<file path="src/rtl/core/ccf_pkg.sv">
// Shared types and constants of the copier command framer.
// Used by ccf_front, ccf_queue, ccf_back, copier_command_framer and tb; no dependencies.
`timescale 1ns / 1ps

package ccf_pkg;

    // Depth of the job queue between the front and the back
    localparam int QUEUE_DEPTH = 4;

    // Operation codes carried in tuser
    localparam logic [1:0] OP_FRAME = 2'd0;
    localparam logic [1:0] OP_OUT   = 2'd1;
    localparam logic [1:0] OP_IN    = 2'd2;

    // Command codes that carry a data phase
    localparam logic [7:0] CMD_MEM_UP     = 8'h00;
    localparam logic [7:0] CMD_MEM_DOWN   = 8'h01;
    localparam logic [7:0] CMD_VIDEO_UP   = 8'h02;
    localparam logic [7:0] CMD_VIDEO_DOWN = 8'h03;

    // Line constants
    localparam logic [7:0] SYNC_0     = 8'hD5;
    localparam logic [7:0] SYNC_1     = 8'hAA;
    localparam logic [7:0] SYNC_2     = 8'h96;
    localparam logic [7:0] CHECK_SEED = 8'h81;

    // Result status codes
    localparam logic [2:0] ST_SENT     = 3'd0;
    localparam logic [2:0] ST_RECV     = 3'd1;
    localparam logic [2:0] ST_MATCH    = 3'd2;
    localparam logic [2:0] ST_MISMATCH = 3'd3;
    localparam logic [2:0] ST_PHASE    = 3'd4;

    // Byte positions inside a job
    localparam int IDX_W = 4;
    localparam logic [IDX_W-1:0] FB_SYNC_0 = 4'd0;
    localparam logic [IDX_W-1:0] FB_SYNC_1 = 4'd1;
    localparam logic [IDX_W-1:0] FB_SYNC_2 = 4'd2;
    localparam logic [IDX_W-1:0] FB_CMD    = 4'd3;
    localparam logic [IDX_W-1:0] FB_ADDR_L = 4'd4;
    localparam logic [IDX_W-1:0] FB_ADDR_H = 4'd5;
    localparam logic [IDX_W-1:0] FB_LEN_L  = 4'd6;
    localparam logic [IDX_W-1:0] FB_LEN_H  = 4'd7;
    localparam logic [IDX_W-1:0] FB_CHK    = 4'd8;
    localparam logic [IDX_W-1:0] FB_SEED   = 4'd9;

    // Link phase, one-hot
    typedef enum logic [3:0] {
        PH_IDLE     = 4'b0001,
        PH_UPLOAD   = 4'b0010,
        PH_DOWNLOAD = 4'b0100,
        PH_CHECK    = 4'b1000
    } t_phase;

    // Kind of job handed to the back
    typedef enum logic [2:0] {
        JK_SINGLE = 3'b001,   // one byte
        JK_PAIR   = 3'b010,   // data byte, then upload checksum
        JK_FRAME  = 3'b100    // nine-byte command frame, maybe plus seed byte
    } t_kind;

    typedef struct packed {
        t_kind       kind;
        logic [7:0]  cmd;
        logic [15:0] addr;
        logic [15:0] len;
        logic [7:0]  chk;
        logic        extra;      // append the seed byte after the frame
        logic [7:0]  byte_a;
        logic [2:0]  status_a;
        logic [7:0]  byte_b;
    } t_job;

endpackage

</file>
<file path="src/rtl/core/copier_command_framer.sv">
// Top level of the copier command framer: front, job queue and back.
// Depends on ccf_pkg, ccf_front, ccf_queue and ccf_back.
`timescale 1ns / 1ps

// Usage
//   Slave channel: one transaction per item. tuser carries the operation
//   (send a command frame, outbound data byte, inbound byte from the device);
//   tdata carries command, address, length and data.
//   Master channel: one transaction per line byte. tdata carries the byte and
//   its status, tlast marks the final result caused by one input item.
//   A command frame yields nine bytes (ten for an upload of length zero),
//   a data byte one, and the final upload data byte two.
// Path: the first result of an item passes through the job queue and then
//   the output register before it is offered.
// Throughput: the front takes one item per cycle while the job queue
//   (QUEUE_DEPTH entries) has room. The back emits one byte per cycle while
//   the receiver takes them; while it works through a frame the queue
//   absorbs the items that follow.
// Reset: synchronous, active low; the link phase returns to idle, the data
//   checksum to its seed and the queue and output register empty.
// Stall: when the receiver drops tready the output register holds its byte,
//   the back stops, the queue fills and then tready on the slave side drops.
module copier_command_framer
    import ccf_pkg::*;
#(
    parameter int QDEPTH = QUEUE_DEPTH
) (
    input  logic        i_clk,
    input  logic        i_rst_n,
    input  logic        i_s_tvalid,
    output logic        o_s_tready,
    input  logic [47:0] i_s_tdata,   // command[7:0], address[23:8], length[39:24], data[47:40]
    input  logic [1:0]  i_s_tuser,   // operation[1:0]
    output logic        o_m_tvalid,
    input  logic        i_m_tready,
    output logic [15:0] o_m_tdata,   // out_byte[7:0], status[10:8], zero[15:11]
    output logic        o_m_tlast
);

    logic       w_push, w_full, w_pop, w_q_valid;
    t_job       w_job_in, w_job_head;
    logic [7:0] w_byte;
    logic [2:0] w_status;

    // Classify each transaction and advance the link phase
    ccf_front u_front (
        .i_clk       (i_clk),
        .i_rst_n     (i_rst_n),
        .i_valid     (i_s_tvalid),
        .o_ready     (o_s_tready),
        .i_operation (i_s_tuser),
        .i_command   (i_s_tdata[7:0]),
        .i_address   (i_s_tdata[23:8]),
        .i_length    (i_s_tdata[39:24]),
        .i_data      (i_s_tdata[47:40]),
        .i_q_full    (w_full),
        .o_push      (w_push),
        .o_job       (w_job_in)
    );

    // Decouple classification from byte output
    ccf_queue #(
        .DEPTH (QDEPTH)
    ) u_queue (
        .i_clk   (i_clk),
        .i_rst_n (i_rst_n),
        .i_push  (w_push),
        .i_job   (w_job_in),
        .o_full  (w_full),
        .i_pop   (w_pop),
        .o_valid (w_q_valid),
        .o_job   (w_job_head)
    );

    // Expand jobs into line bytes, one per cycle while the receiver takes them
    ccf_back u_back (
        .i_clk     (i_clk),
        .i_rst_n   (i_rst_n),
        .i_q_valid (w_q_valid),
        .i_job     (w_job_head),
        .o_pop     (w_pop),
        .o_valid   (o_m_tvalid),
        .i_ready   (i_m_tready),
        .o_byte    (w_byte),
        .o_status  (w_status),
        .o_last    (o_m_tlast)
    );

    assign o_m_tdata = {5'b00000, w_status, w_byte};

endmodule

</file>
<file path="src/rtl/core/ccf_front.sv">
// Front of the copier command framer: classifies each item and tracks the link phase.
// Depends on ccf_pkg.
`timescale 1ns / 1ps

module ccf_front
    import ccf_pkg::*;
(
    input  logic        i_clk,
    input  logic        i_rst_n,
    input  logic        i_valid,
    output logic        o_ready,
    input  logic [1:0]  i_operation,
    input  logic [7:0]  i_command,
    input  logic [15:0] i_address,
    input  logic [15:0] i_length,
    input  logic [7:0]  i_data,
    input  logic        i_q_full,
    output logic        o_push,
    output t_job        o_job
);

    t_phase      r_phase, n_phase;
    logic [15:0] r_left,  n_left;
    logic [7:0]  r_check, n_check;

    logic [7:0]  w_frame_chk;
    logic [7:0]  w_check_xor;
    logic [15:0] w_left_m1;

    assign o_ready = !i_q_full;
    assign o_push  = i_valid && !i_q_full;

    assign w_frame_chk = CHECK_SEED ^ i_command ^ i_address[7:0] ^ i_address[15:8]
                         ^ i_length[7:0] ^ i_length[15:8];
    assign w_check_xor = r_check ^ i_data;
    assign w_left_m1   = r_left - 16'd1;

    always_comb begin
        n_phase = r_phase;
        n_left  = r_left;
        n_check = r_check;

        o_job.kind     = JK_SINGLE;
        o_job.cmd      = i_command;
        o_job.addr     = i_address;
        o_job.len      = i_length;
        o_job.chk      = w_frame_chk;
        o_job.extra    = 1'b0;
        o_job.byte_a   = 8'h00;
        o_job.status_a = ST_PHASE;
        o_job.byte_b   = w_check_xor;

        if (i_operation == OP_FRAME && r_phase == PH_IDLE) begin
            o_job.kind = JK_FRAME;
            n_check    = CHECK_SEED;
            n_left     = i_length;
            if (i_command inside {CMD_MEM_UP, CMD_VIDEO_UP}) begin
                if (i_length == 16'd0) begin
                    o_job.extra = 1'b1;
                end else begin
                    n_phase = PH_UPLOAD;
                end
            end else if (i_command inside {CMD_MEM_DOWN, CMD_VIDEO_DOWN}) begin
                n_phase = (i_length == 16'd0) ? PH_CHECK : PH_DOWNLOAD;
            end else begin
                n_left = 16'd0;
            end
        end else if (i_operation == OP_OUT && r_phase == PH_UPLOAD) begin
            o_job.byte_a   = i_data;
            o_job.status_a = ST_SENT;
            n_check        = w_check_xor;
            n_left         = w_left_m1;
            if (w_left_m1 == 16'd0) begin
                // last data byte: append the running checksum
                o_job.kind = JK_PAIR;
                n_phase    = PH_IDLE;
                n_check    = CHECK_SEED;
            end
        end else if (i_operation == OP_IN && r_phase == PH_DOWNLOAD) begin
            o_job.byte_a   = i_data;
            o_job.status_a = ST_RECV;
            n_check        = w_check_xor;
            n_left         = w_left_m1;
            if (w_left_m1 == 16'd0) begin
                n_phase = PH_CHECK;
            end
        end else if (i_operation == OP_IN && r_phase == PH_CHECK) begin
            o_job.byte_a   = i_data;
            o_job.status_a = (i_data == r_check) ? ST_MATCH : ST_MISMATCH;
            n_phase        = PH_IDLE;
            n_left         = 16'd0;
            n_check        = CHECK_SEED;
        end
    end

    always_ff @(posedge i_clk) begin
        if (!i_rst_n) begin
            r_phase <= PH_IDLE;
            r_left  <= 16'd0;
            r_check <= CHECK_SEED;
        end else if (o_push) begin
            r_phase <= n_phase;
            r_left  <= n_left;
            r_check <= n_check;
        end
    end

    a_idle_clean: assert property (@(posedge i_clk) disable iff (!i_rst_n)
        r_phase == PH_IDLE |-> (r_left == 16'd0 && r_check == CHECK_SEED))
        else $error("idle phase with pending count or checksum");

    a_data_pending: assert property (@(posedge i_clk) disable iff (!i_rst_n)
        (r_phase == PH_UPLOAD || r_phase == PH_DOWNLOAD) |-> r_left != 16'd0)
        else $error("data phase with no bytes left");

endmodule

</file>
<file path="src/rtl/core/ccf_queue.sv">
// Job queue between the front and the back of the copier command framer.
// Depends on ccf_pkg.
`timescale 1ns / 1ps

module ccf_queue
    import ccf_pkg::*;
#(
    parameter int DEPTH = QUEUE_DEPTH
) (
    input  logic i_clk,
    input  logic i_rst_n,
    input  logic i_push,
    input  t_job i_job,
    output logic o_full,
    input  logic i_pop,
    output logic o_valid,
    output t_job o_job
);

    localparam int PTR_W = (DEPTH > 1) ? $clog2(DEPTH) : 1;
    localparam int CNT_W = $clog2(DEPTH + 1);
    localparam logic [PTR_W-1:0] LAST_PTR = PTR_W'(DEPTH - 1);
    localparam logic [CNT_W-1:0] FULL_CNT = CNT_W'(DEPTH);

    t_job             r_slot [DEPTH];
    logic [PTR_W-1:0] r_wr, r_rd;
    logic [CNT_W-1:0] r_count;

    assign o_full  = (r_count == FULL_CNT);
    assign o_valid = (r_count != '0);
    assign o_job   = r_slot[r_rd];

    always_ff @(posedge i_clk) begin
        if (i_push) begin
            r_slot[r_wr] <= i_job;
        end
    end

    always_ff @(posedge i_clk) begin
        if (!i_rst_n) begin
            r_wr    <= '0;
            r_rd    <= '0;
            r_count <= '0;
        end else begin
            if (i_push) begin
                r_wr <= (r_wr == LAST_PTR) ? '0 : r_wr + 1'b1;
            end
            if (i_pop) begin
                r_rd <= (r_rd == LAST_PTR) ? '0 : r_rd + 1'b1;
            end
            case ({i_push, i_pop})
                2'b10:   r_count <= r_count + 1'b1;
                2'b01:   r_count <= r_count - 1'b1;
                default: r_count <= r_count;
            endcase
        end
    end

    a_no_overflow: assert property (@(posedge i_clk) disable iff (!i_rst_n)
        !(i_push && o_full) && !(i_pop && !o_valid))
        else $error("job queue overflow or underflow");

endmodule

</file>
<file path="src/rtl/core/ccf_back.sv">
// Back of the copier command framer: expands queued jobs into line bytes.
// Depends on ccf_pkg.
`timescale 1ns / 1ps

module ccf_back
    import ccf_pkg::*;
(
    input  logic       i_clk,
    input  logic       i_rst_n,
    input  logic       i_q_valid,
    input  t_job       i_job,
    output logic       o_pop,
    output logic       o_valid,
    input  logic       i_ready,
    output logic [7:0] o_byte,
    output logic [2:0] o_status,
    output logic       o_last
);

    logic [IDX_W-1:0] r_idx;
    logic             r_valid;
    logic [7:0]       r_byte;
    logic [2:0]       r_status;
    logic             r_last;

    logic [7:0] w_byte;
    logic [2:0] w_status;
    logic       w_final;
    logic       w_load;

    always_comb begin
        w_byte   = i_job.byte_a;
        w_status = ST_SENT;
        w_final  = 1'b1;
        case (i_job.kind)
            JK_SINGLE: begin
                w_status = i_job.status_a;
            end
            JK_PAIR: begin
                w_final = (r_idx != '0);
                w_byte  = (r_idx == '0) ? i_job.byte_a : i_job.byte_b;
            end
            JK_FRAME: begin
                w_final = i_job.extra ? (r_idx == FB_SEED) : (r_idx == FB_CHK);
                case (r_idx)
                    FB_SYNC_0: w_byte = SYNC_0;
                    FB_SYNC_1: w_byte = SYNC_1;
                    FB_SYNC_2: w_byte = SYNC_2;
                    FB_CMD:    w_byte = i_job.cmd;
                    FB_ADDR_L: w_byte = i_job.addr[7:0];
                    FB_ADDR_H: w_byte = i_job.addr[15:8];
                    FB_LEN_L:  w_byte = i_job.len[7:0];
                    FB_LEN_H:  w_byte = i_job.len[15:8];
                    FB_CHK:    w_byte = i_job.chk;
                    default:   w_byte = CHECK_SEED;
                endcase
            end
            default: begin
                w_status = i_job.status_a;
            end
        endcase
    end

    assign w_load = i_q_valid && (!r_valid || i_ready);
    assign o_pop  = w_load && w_final;

    always_ff @(posedge i_clk) begin
        if (w_load) begin
            r_byte   <= w_byte;
            r_status <= w_status;
            r_last   <= w_final;
        end
    end

    always_ff @(posedge i_clk) begin
        if (!i_rst_n) begin
            r_valid <= 1'b0;
            r_idx   <= '0;
        end else if (w_load) begin
            r_valid <= 1'b1;
            r_idx   <= w_final ? '0 : r_idx + 1'b1;
        end else if (i_ready) begin
            r_valid <= 1'b0;
        end
    end

    assign o_valid  = r_valid;
    assign o_byte   = r_byte;
    assign o_status = r_status;
    assign o_last   = r_last;

    a_mid_job_held: assert property (@(posedge i_clk) disable iff (!i_rst_n)
        r_idx != '0 |-> i_q_valid)
        else $error("job left the queue before its last byte");

endmodule

</file>
<file path="config.mk">
export PLATFORM = sky130hd
export DESIGN_NAME = copier_command_framer
export DESIGN_NICKNAME = d
export VERILOG_FILES = /design/src/rtl/core/ccf_pkg.sv /design/src/rtl/core/copier_command_framer.sv /design/src/rtl/core/ccf_front.sv /design/src/rtl/core/ccf_queue.sv /design/src/rtl/core/ccf_back.sv
export SDC_FILE = /design/constraint.sdc
export NUM_CORES = 1
export LEC_CHECK = 0
export BUFFER_PORTS_ARGS = -buffer_cell sky130_fd_sc_hd__buf_2
export CAP_MARGIN = 20
export CORE_ASPECT_RATIO = 1.2
export CORE_MARGIN = 5
export CORE_UTILIZATION = 29
export CTS_CLUSTER_SIZE = 16
export DETAILED_ROUTE_END_ITERATION = 8
export PLACE_DENSITY = 0.53
export RECOVER_POWER = 50
export SKIP_CTS_REPAIR_TIMING = 1
export SYNTH_ARGS = -nofsm -noshare
export SYNTH_HDL_FRONTEND = slang
export SYNTH_SLANG_ARGS = --single-unit
</file>
<file path="constraint.sdc">
create_clock -name i_clk -period 4.37 [get_ports i_clk]
set_clock_uncertainty 0.1 [all_clocks]
set_input_delay 0.874 -clock i_clk [delete_from_list [all_inputs] [get_ports i_clk]]
set_output_delay 0.874 -clock i_clk [all_outputs]
set_load 0.01 [all_outputs]
</file>
* Word level (Yosys, flattened, before mapping)
Memory sizes are Yosys's and may differ from the RTL's. A register that Yosys moved wholly into a read port is not among the register bits.
Cells that the tools add are included.
** Storage, ports and cells
- Flip-flop bits (word level) :: 52
- Bits in latches :: 0
- Memory bits (writable) :: 284
- Memory bits (read-only) :: 0
- Input bits :: 54
- Logic and storage cells :: 126
- Memories kept :: 1
** Memories
- u_queue.r_slot :: depth 4, bits a word 71, read ports 1, clocked after Yosys merged registers in 1, wr ports 1, line ccf_queue.sv:25 : t_job r_slot [DEPTH];
** Cells by class
- Add/sub/neg operators :: 6
- $mul :: 0
- Div/mod/pow operators :: 0
- Magnitude comparators :: 0
- Equality and inequality tests :: 30
- Shift operators :: 0
- Mux-type cells :: 47
- Bitwise operators :: 6
- Reductions and logical operators :: 25
** Operators with widths (count)
- 16-bit 2-to-1 mux :: 6
- 8-bit one-hot mux with 9 select lines :: 1
- 8-bit 2-to-1 mux :: 6
- 11-bit 2-to-1 mux :: 4
- 4-bit 2-to-1 mux :: 11
- 8-bit bitwise XOR :: 5
- 16-bit zero test :: 2
- 4-bit by 3-bit equality test with 1-bit output (second input constant) :: 5
- 8-bit by 2-bit equality test with 1-bit output (second input constant) :: 2
- 8-bit one-hot mux with 2 select lines :: 1
- 16-bit by 1-bit subtractor with 16-bit output (second input constant) :: 1
- 4-bit by 2-bit equality test with 1-bit output (second input constant) :: 3
- 4-bit equality test (second input constant) :: 3
- 2-bit 2-to-1 mux :: 5
- 1-bit 2-to-1 mux :: 9
- 2-bit equality test (second input constant) :: 4
- 4-bit by 1-bit equality test with 1-bit output (second input constant) :: 2
- 8-bit by 1-bit equality test with 1-bit output (second input constant) :: 1
- 8-bit equality test :: 1
- 8-bit zero test :: 1
- 2-bit nonzero test :: 4
- 4-bit nonzero test :: 2
- 1-bit logical AND :: 7
- 3-bit equality test (second input constant) :: 2
- 21 further kinds :: 26

* Depth between registers and ports, before layout
Gate-level depths: netlist of run 1.
- Depth after elaboration :: 6
- Mapped depth :: 14
- Mapped depth without buffers :: 12

* By module
Synthesis of run 1 repeated with hierarchy kept, for this count alone.
** Second synthesis, totals
- Cell total of the unflattened synthesis :: 947
- Area total of the unflattened synthesis :: 14981.9 um^2
** By module, submodules not included
- ccf_queue :: times used 1, cells an instance 414, area each 10777.8 um^2
- ccf_front :: times used 1, cells an instance 349, area each 2670.1 um^2
- ccf_back :: times used 1, cells an instance 178, area each 1492.7 um^2
- copier_command_framer :: times used 1, cells an instance 6, area each 41.3 um^2

* Worst setup path before layout of run 1
No wires, ideal clock.
- Kind :: reg2reg
- Start :: register with a tool-made name
- End :: register u_queue.r_count[2]
- Library setup time :: 70 ps
- Arrival time :: 3523 ps
- Setup slack :: 676 ps
- Cell stages (with the launch flop) :: 14
- Cell sequence :: dfxtp_1 buf_6 mux4_2 or3b_2 clkbuf_1 a21oi_1 nor3_4 nor2_1 ha_1 inv_1 fa_1 xor2_1 or3_1 a21oi_1
** RTL lines
- to (signal assigned) :: line ccf_queue.sv:52 : 2'b10: r_count <= r_count + 1'b1;
- to (signal assigned) :: line ccf_queue.sv:53 : 2'b01: r_count <= r_count - 1'b1;
- to (signal assigned) :: line ccf_queue.sv:54 : default: r_count <= r_count;
- to (decl) :: line ccf_queue.sv:27 : logic [CNT_W-1:0] r_count;

==> out/results.ini, run 1 <==
[sta]
grt_setup_unrepaired = no
fmax_mhz = 266.2
finalCritPeriodShare_pct = 85.95
worst_pin_slew_ns = 2.122
slew_headroom_pct = -41.44
hold_viol_final = 0
setup_viol = 0
whs_ns = 0.3783
report.final.slew_viol_count = 168
finalWorstPathRequiredPeriod_ns = 3.756
fin_tns_setup_ns = 0

[global_routing]
antenna_found_initial = 1
grt_usage_pct = 13.06
overflow = 0
grt_max_degree = 68
grt_pass1_wl_mm = 54.54
first_global_vias = 8410

[cts]
cts_tree = built
clk_pin_slew_ns = 0.06
h-tree-depth = 2
ctsRootBufferMaster = clkbuf_16
numClockSinks = 338
numCtsBuffers = 34
clockBufferDepth = 3
worstSkewPairLatency_ns = 0.52

[setup_path]
critPathBufInv = 1
crit_type = reg -> reg
cp_top_family = simple AND/OR/NAND/NOR gates
max_stage_delay_ns = 0.53
crit_path_start_kind = register
cp.arrival_ns = 4.06
worstPathRequired_ns = 4.68
end_kind = register
worstPathCellList = mux4_2 > or3b_2 > a21oi_1 > nor3_4 > nor2_1 > ha_1 > inv_1 > fa_1 > xor2_1 > or3_1 > a21oi_1
crit_fanout = 6
crit_path_frequent_cell = a21oi_1
crit_slowest_cell = mux4_2

[synthesis]
synth-seq-cells = 338
synth_top_area_share_pct = 61.37
syn_area_per_cell_sq_um = 15.92
synth_area_leaders = edfxtp_1 (61%), mux4_2 (10%), dfxtp_1 (5.8%)
ys.flop_type = edfxtp_1
yosysWarnings = 0
async_reset_ff_share_pct = 0
seq_area_frac_synth_pct = 67.17
synth_cells = 910
synth_area_sq_mm = 0.01448
yosysTopAreaCell = edfxtp_1
synth_edf_count = 296
yosysUniqueCellTypes = 72

[pwr]
switching_share_pct = 27.63
p_per_area_mw_per_mm2 = 525.1
seq_power_share_pct = 46.2
p_int_uw = 6332
peakVddDrop_uv = 226.0
power_frac_comb_pct = 21.1
p_switching_uw = 2418
clockPowerShare_pct = 32.7
p_leak_uw = 0.005227

[final_layout]
layout.nets = 1063
drive_above_1_share_pct = 17.43
syn2layout_area_growth_pct = 15.05
final_common_cell = edfxtp_1
layout_common_cells = edfxtp_1 (296), mux4_2 (66), clkbuf_1 (53), nand2_1 (47), dfxtp_1 (40)

[place]
io_buffers = 67
place_hpwl_mm = 23.83
globalplace.congestion = 0.7987

[floorplan]
die_w_microns = 214.0
fp.coreArea_sq_mm = 0.04933
io_pins = 73
die_h_microns = 254.8
initial_core_util_pct = 29.36
placementRows = 89
die-area_sq_mm = 0.05453

[detailed_routing]
via_count = 8315
postRouteAntennaNets = 0
drc_errors = 0
dr.first_iter.drc_count = 630
routed_via_density = 5.012
wl_mm = 36.39
first_pass_iters = 5
wl_per_cell_microns = 21.93

[job]
max-cap-violations = 3

[status]
status = finished with violations
violations = capacitance limit, slew limit

[min_path]
hold_path.class = reg -> reg

[worst min-delay path, delay by kind of cell (launching register included)]
family | cells | cell delay (ns)
flip-flops | 1 | 0.32
AO/OA/AOI/OAI | 1 | 0.05
AND/OR/NAND/NOR | 1 | 0.06
[per-layer routing]
layer	up-vias	global-route usage, %	share of wire (%)
met5	-	0	0
met4	0	3.258	1.8
met3	48	1.798	4.3
met2	239	23.52	52
met1	4226	16.83	42
li1	3802	-	-
[kinds of logic after synthesis]
kind of cell,synth area share (%)
xor+xnor,3.023
simple gates,7.412
mux,11.58
flops,67.17
compound gates,7.446
fa+ha+maj,1.175
other cells,0.02589
buf+inv,2.160
[layout make-up]
| class | instances | area, sq um |
|---|---|---|
| diodes | 1 | 2.502 |
| flip-flops and latches | 338 | 9737 |
| clock buffers | 39 | 890.9 |
| multi-input cells | 505 | 4462 |
| clock inverters | 22 | 196.4 |
| inverters | 21 | 78.83 |
| repair buffers | 96 | 499.2 |
| well taps | 637 | 797.0 |
| fillers | 4749 | 32670 |
[flip-flops by register name (all words and copies together) (netlist names), named ones only]
register,count
u_back.o_last,1
u_back.o_byte,8
u_front.r_left,16
u_queue.r_rd,2
u_front.r_check,8
u_queue.r_slot,284
u_front.r_phase,4
u_back.r_idx,4
u_queue.r_wr,2
u_queue.r_count,3
u_back.o_status,3
u_back.o_valid,1
[final timing paths]
kind                   from            endpoint  slack [ns]  depth (start not counted)
max                register  u_queue.r_count[2]        0.61                         11
min          u_back.o_valid      u_back.o_valid        0.38                          2
min reg2reg  u_back.o_valid      u_back.o_valid        0.38                          2
max reg2reg        register  u_queue.r_count[2]        0.61                         11
[synthesized netlist by cell type, drive strengths merged (4+ instances only)]
cell and number:
nand3 11, a211oi 7, nand4 10, nor3 20
nand2 47, nor2 38, o21ai 22, xor2 17
o31ai 7, clkbuf 36, o221ai 6, a22oi 9
and3 9, buf 14, nor4 9, inv 20
o211ai 5, a32o 10, a221oi 5, a31oi 6
a22o 10, mux4 67, o31a 4, ha 12
and2 17, mux2 4, a21oi 37, edfxtp 296
dfxtp 42, mux2i 12, nor2b 11, a32oi 5
xnor2 33
[power groups by stage]
stage	Combinational [uW]	Clock, uW	Sequential (uW)
2_1_floorplan	1260	0	4100
4_1_cts	1920	2930	4040
3_5_place_dp	1910	0	4110
6_report	1850	2860	4040
5_1_grt	2020	3060	4080
3_3_place_gp	1910	0	4100
[metrics by stage]
step	cell area, sq um	cells	utilization [%]	worst slack [ns]	power, uW
final	16660	1659	33.78	0.6140	8751
after global routing	16660	1658	33.77	0.3711	9158
after CTS	16770	1658	33.99	0.6331	8893
after detailed placement	15680	1597	31.79	0.6448	6020
after global placement	15670	1596	31.77	0.7017	6005
after floorplan	14500	914	-	0.6764	5360
No activity file was read; power rests on OpenSTA's default activity.
==> inputs of run 2 (changes only) <==
Settings changed: CORE_UTILIZATION 29 to 38, PLACE_DENSITY 0.53 to 0.63.
==> out/results.ini, run 2 (synthesis results as in run 1) <==
[place]
place_ws_ns = 0.4623  ; -0.1825 ns
globalplace.congestion = 0.8507  ; +6.5%
io_buffers = 67  ; unchanged
dpl-instance-area_sq_mm = 0.01542  ; -1.7%
place_hpwl_mm = 22.12  ; -7.2%

[detailed_routing]
first_pass_iters = 5  ; unchanged
routed_via_density = 5.552  ; +11%
postRouteAntennaNets = 0  ; unchanged
wl_mm = 32.81  ; -9.8%
wl_per_cell_microns = 21.92  ; about the same
via_count = 8311  ; -0.048%
drc_errors = 0  ; unchanged
dr.first_iter.drc_count = 593  ; -5.9%

[global_routing]
overflow = 0  ; unchanged
use_met2_pct = 24.92  ; +1.4 points
first_global_vias = 8243  ; -2.0%
busiest_layer = met2
grt_max_degree = 45  ; -34%
antenna_found_initial = 1  ; unchanged
grt_pass1_wl_mm = 50.02  ; -8.3%
met1_usage_pct = 20.22  ; +3.4 points
grtUsageMet3_pct = 2.868  ; +1.1 points
grt_usage_pct = 15.31  ; +2.3 points

[pwr]
p_switching_uw = 2363  ; -2.3%
peakVddDrop_uv = 296.0  ; +31%
p_per_area_mw_per_mm2 = 531.3  ; +1.2%
finalPower_uw = 8736  ; -0.17%
seq_power_share_pct = 46.2  ; about the same
power_frac_comb_pct = 20.9  ; -0.2 points
switching_share_pct = 27.05  ; -0.59 points
p_int_uw = 6373  ; +0.64%
clockPowerShare_pct = 32.9  ; +0.2 points
p_leak_uw = 0.005195  ; -0.62%

[sta]
grt_setup_unrepaired = no
worst_pin_slew_ns = 2.119  ; -0.002422 ns
setup_viol = 0  ; unchanged
fin_tns_setup_ns = 0  ; unchanged
report.final.slew_viol_count = 71  ; -58%
whs_ns = 0.3783  ; +0.00002000 ns
finalCritPeriodShare_pct = 89.46  ; +3.5 points
fmax_mhz = 255.8  ; -3.9%
finalWorstPathRequiredPeriod_ns = 3.909  ; +0.1534 ns
slew_headroom_pct = -41.28  ; +0.16 points
hold_viol_final = 0  ; unchanged
timing.final.ws_setup_ns = 0.4607  ; -0.1534 ns

[final_layout]
final_cell_area_sq_mm = 0.01644  ; -1.3%
layout.nets = 1060  ; -0.28%
drive_above_1_share_pct = 16.62  ; -0.82 points
insertedDiodeCount = 0  ; -1
num-fill-cells = 3273  ; -31%
layout_common_cells = edfxtp_1 (296), mux4_2 (66), clkbuf_1 (56), nand2_1 (47), dfxtp_1 (40)
largestRegisters = u_queue.r_slot: 284 flops, u_front.r_left: 16 flops
final-seq-area_sq_mm = 0.009737  ; unchanged
largest_register = u_queue.r_slot
multi_input_area_sq_mm = 0.004462  ; unchanged
final_common_cell = edfxtp_1
syn2layout_area_growth_pct = 13.53
largest_reg_flops = 284  ; unchanged

[setup_path]
worstPathCellList = mux4_2 > or3b_2 > a21oi_1 > nor3_4 > nor2_1 > ha_1 > inv_1 > fa_1 > xor2_1 > or3_1 > a21oi_1
max_stage_delay_ns = 0.62  ; +0.09 ns
crit_slowest_cell = or3b_2
end_kind = register
crit_type = reg -> reg
critPathBufInv = 1  ; unchanged
cp.arrival_ns = 4.23  ; +0.17 ns
crit_fanout = 11  ; +5
crit_path_start_kind = register
cp_top_family = simple AND/OR/NAND/NOR gates
worstPathRequired_ns = 4.69  ; about the same
crit_path_frequent_cell = a21oi_1

[cts]
clockBufferDepth = 3  ; unchanged
ctsRootBufferMaster = clkbuf_16
worstSkewPairLatency_ns = 0.52  ; about the same
clk_pin_slew_ns = 0.06  ; about the same
numClockSinks = 338  ; unchanged
h-tree-depth = 2  ; unchanged
cts_tree = built
numCtsBuffers = 34  ; unchanged

[status]
violations = capacitance limit, slew limit
status = finished with violations

[floorplan]
io_pins = 73  ; unchanged
die_w_microns = 188.2  ; -12%
die-area_sq_mm = 0.04214  ; -23%
initial_core_util_pct = 38.35  ; +9.0 points
placementRows = 78  ; -12%
die_h_microns = 223.9  ; -12%
fp.coreArea_sq_mm = 0.03777  ; -23%

[min_path]
hold_path.class = reg -> reg

[job]
max-cap-violations = 2  ; -1

-- run 2: changes by cell type in the layout (fill, tap and decap cells not counted), sizes merged --
cell / delta
clkinv: -5
diode: -1
buf: -2
clkbuf: +3
-- run 2: path summary, 6_finish.rpt --
path	from	endpoint	slack, ns	cells past startpoint
worst max register to register	register	u_queue.r_count[2]	0.46	11
worst max-delay path	register	u_queue.r_count[2]	0.46	11
worst min-delay path	u_back.o_valid	u_back.o_valid	0.38	2
worst min register to register	u_back.o_valid	u_back.o_valid	0.38	2
-- run 2: power by group through the flow --
stage | logic (uW) | clock network (uW) | registers (uW)
2_1_floorplan | 1260 | 0 | 4100
3_3_place_gp | 1860 | 0 | 4090
3_5_place_dp | 1870 | 0 | 4110
4_1_cts | 1870 | 2940 | 4040
5_1_grt | 1980 | 3070 | 4060
6_report | 1830 | 2870 | 4040
-- run 2: metrics by stage --
step | instances | utilization, %
2_1_floorplan | 914 | -
3_3_place_gp | 1436 | 40.82
3_5_place_dp | 1436 | 40.82
4_1_cts | 1496 | 43.73
5_1_grt | 1497 | 43.54
6_report | 1497 | 43.54
-- run 2: area by class of cell --
cell class | count | share of cell area, %
clock inverter | 17 | 0.9892
sequential | 338 | 59.21
timing repair buffer | 93 | 2.831
inverter | 21 | 0.4794
tap | 480 | 3.652
clock buffer | 43 | 5.699
multi-input combinational | 505 | 27.13
-- run 2: tightest hold or removal path, delay by kind of cell, from the launching register on --
family,cells,cell delay [ns]
AOI/OAI and AO/OA,1,0.05
DFF,1,0.32
and+or+nand+nor,1,0.06
-- run 2: per-layer routing --
layer / up-vias / wire length (microns)
li1: 3791 / -
met4: 2 / 1297
met3: 70 / 1720
met5: - / 7
met2: 245 / 15790
met1: 4203 / 14000
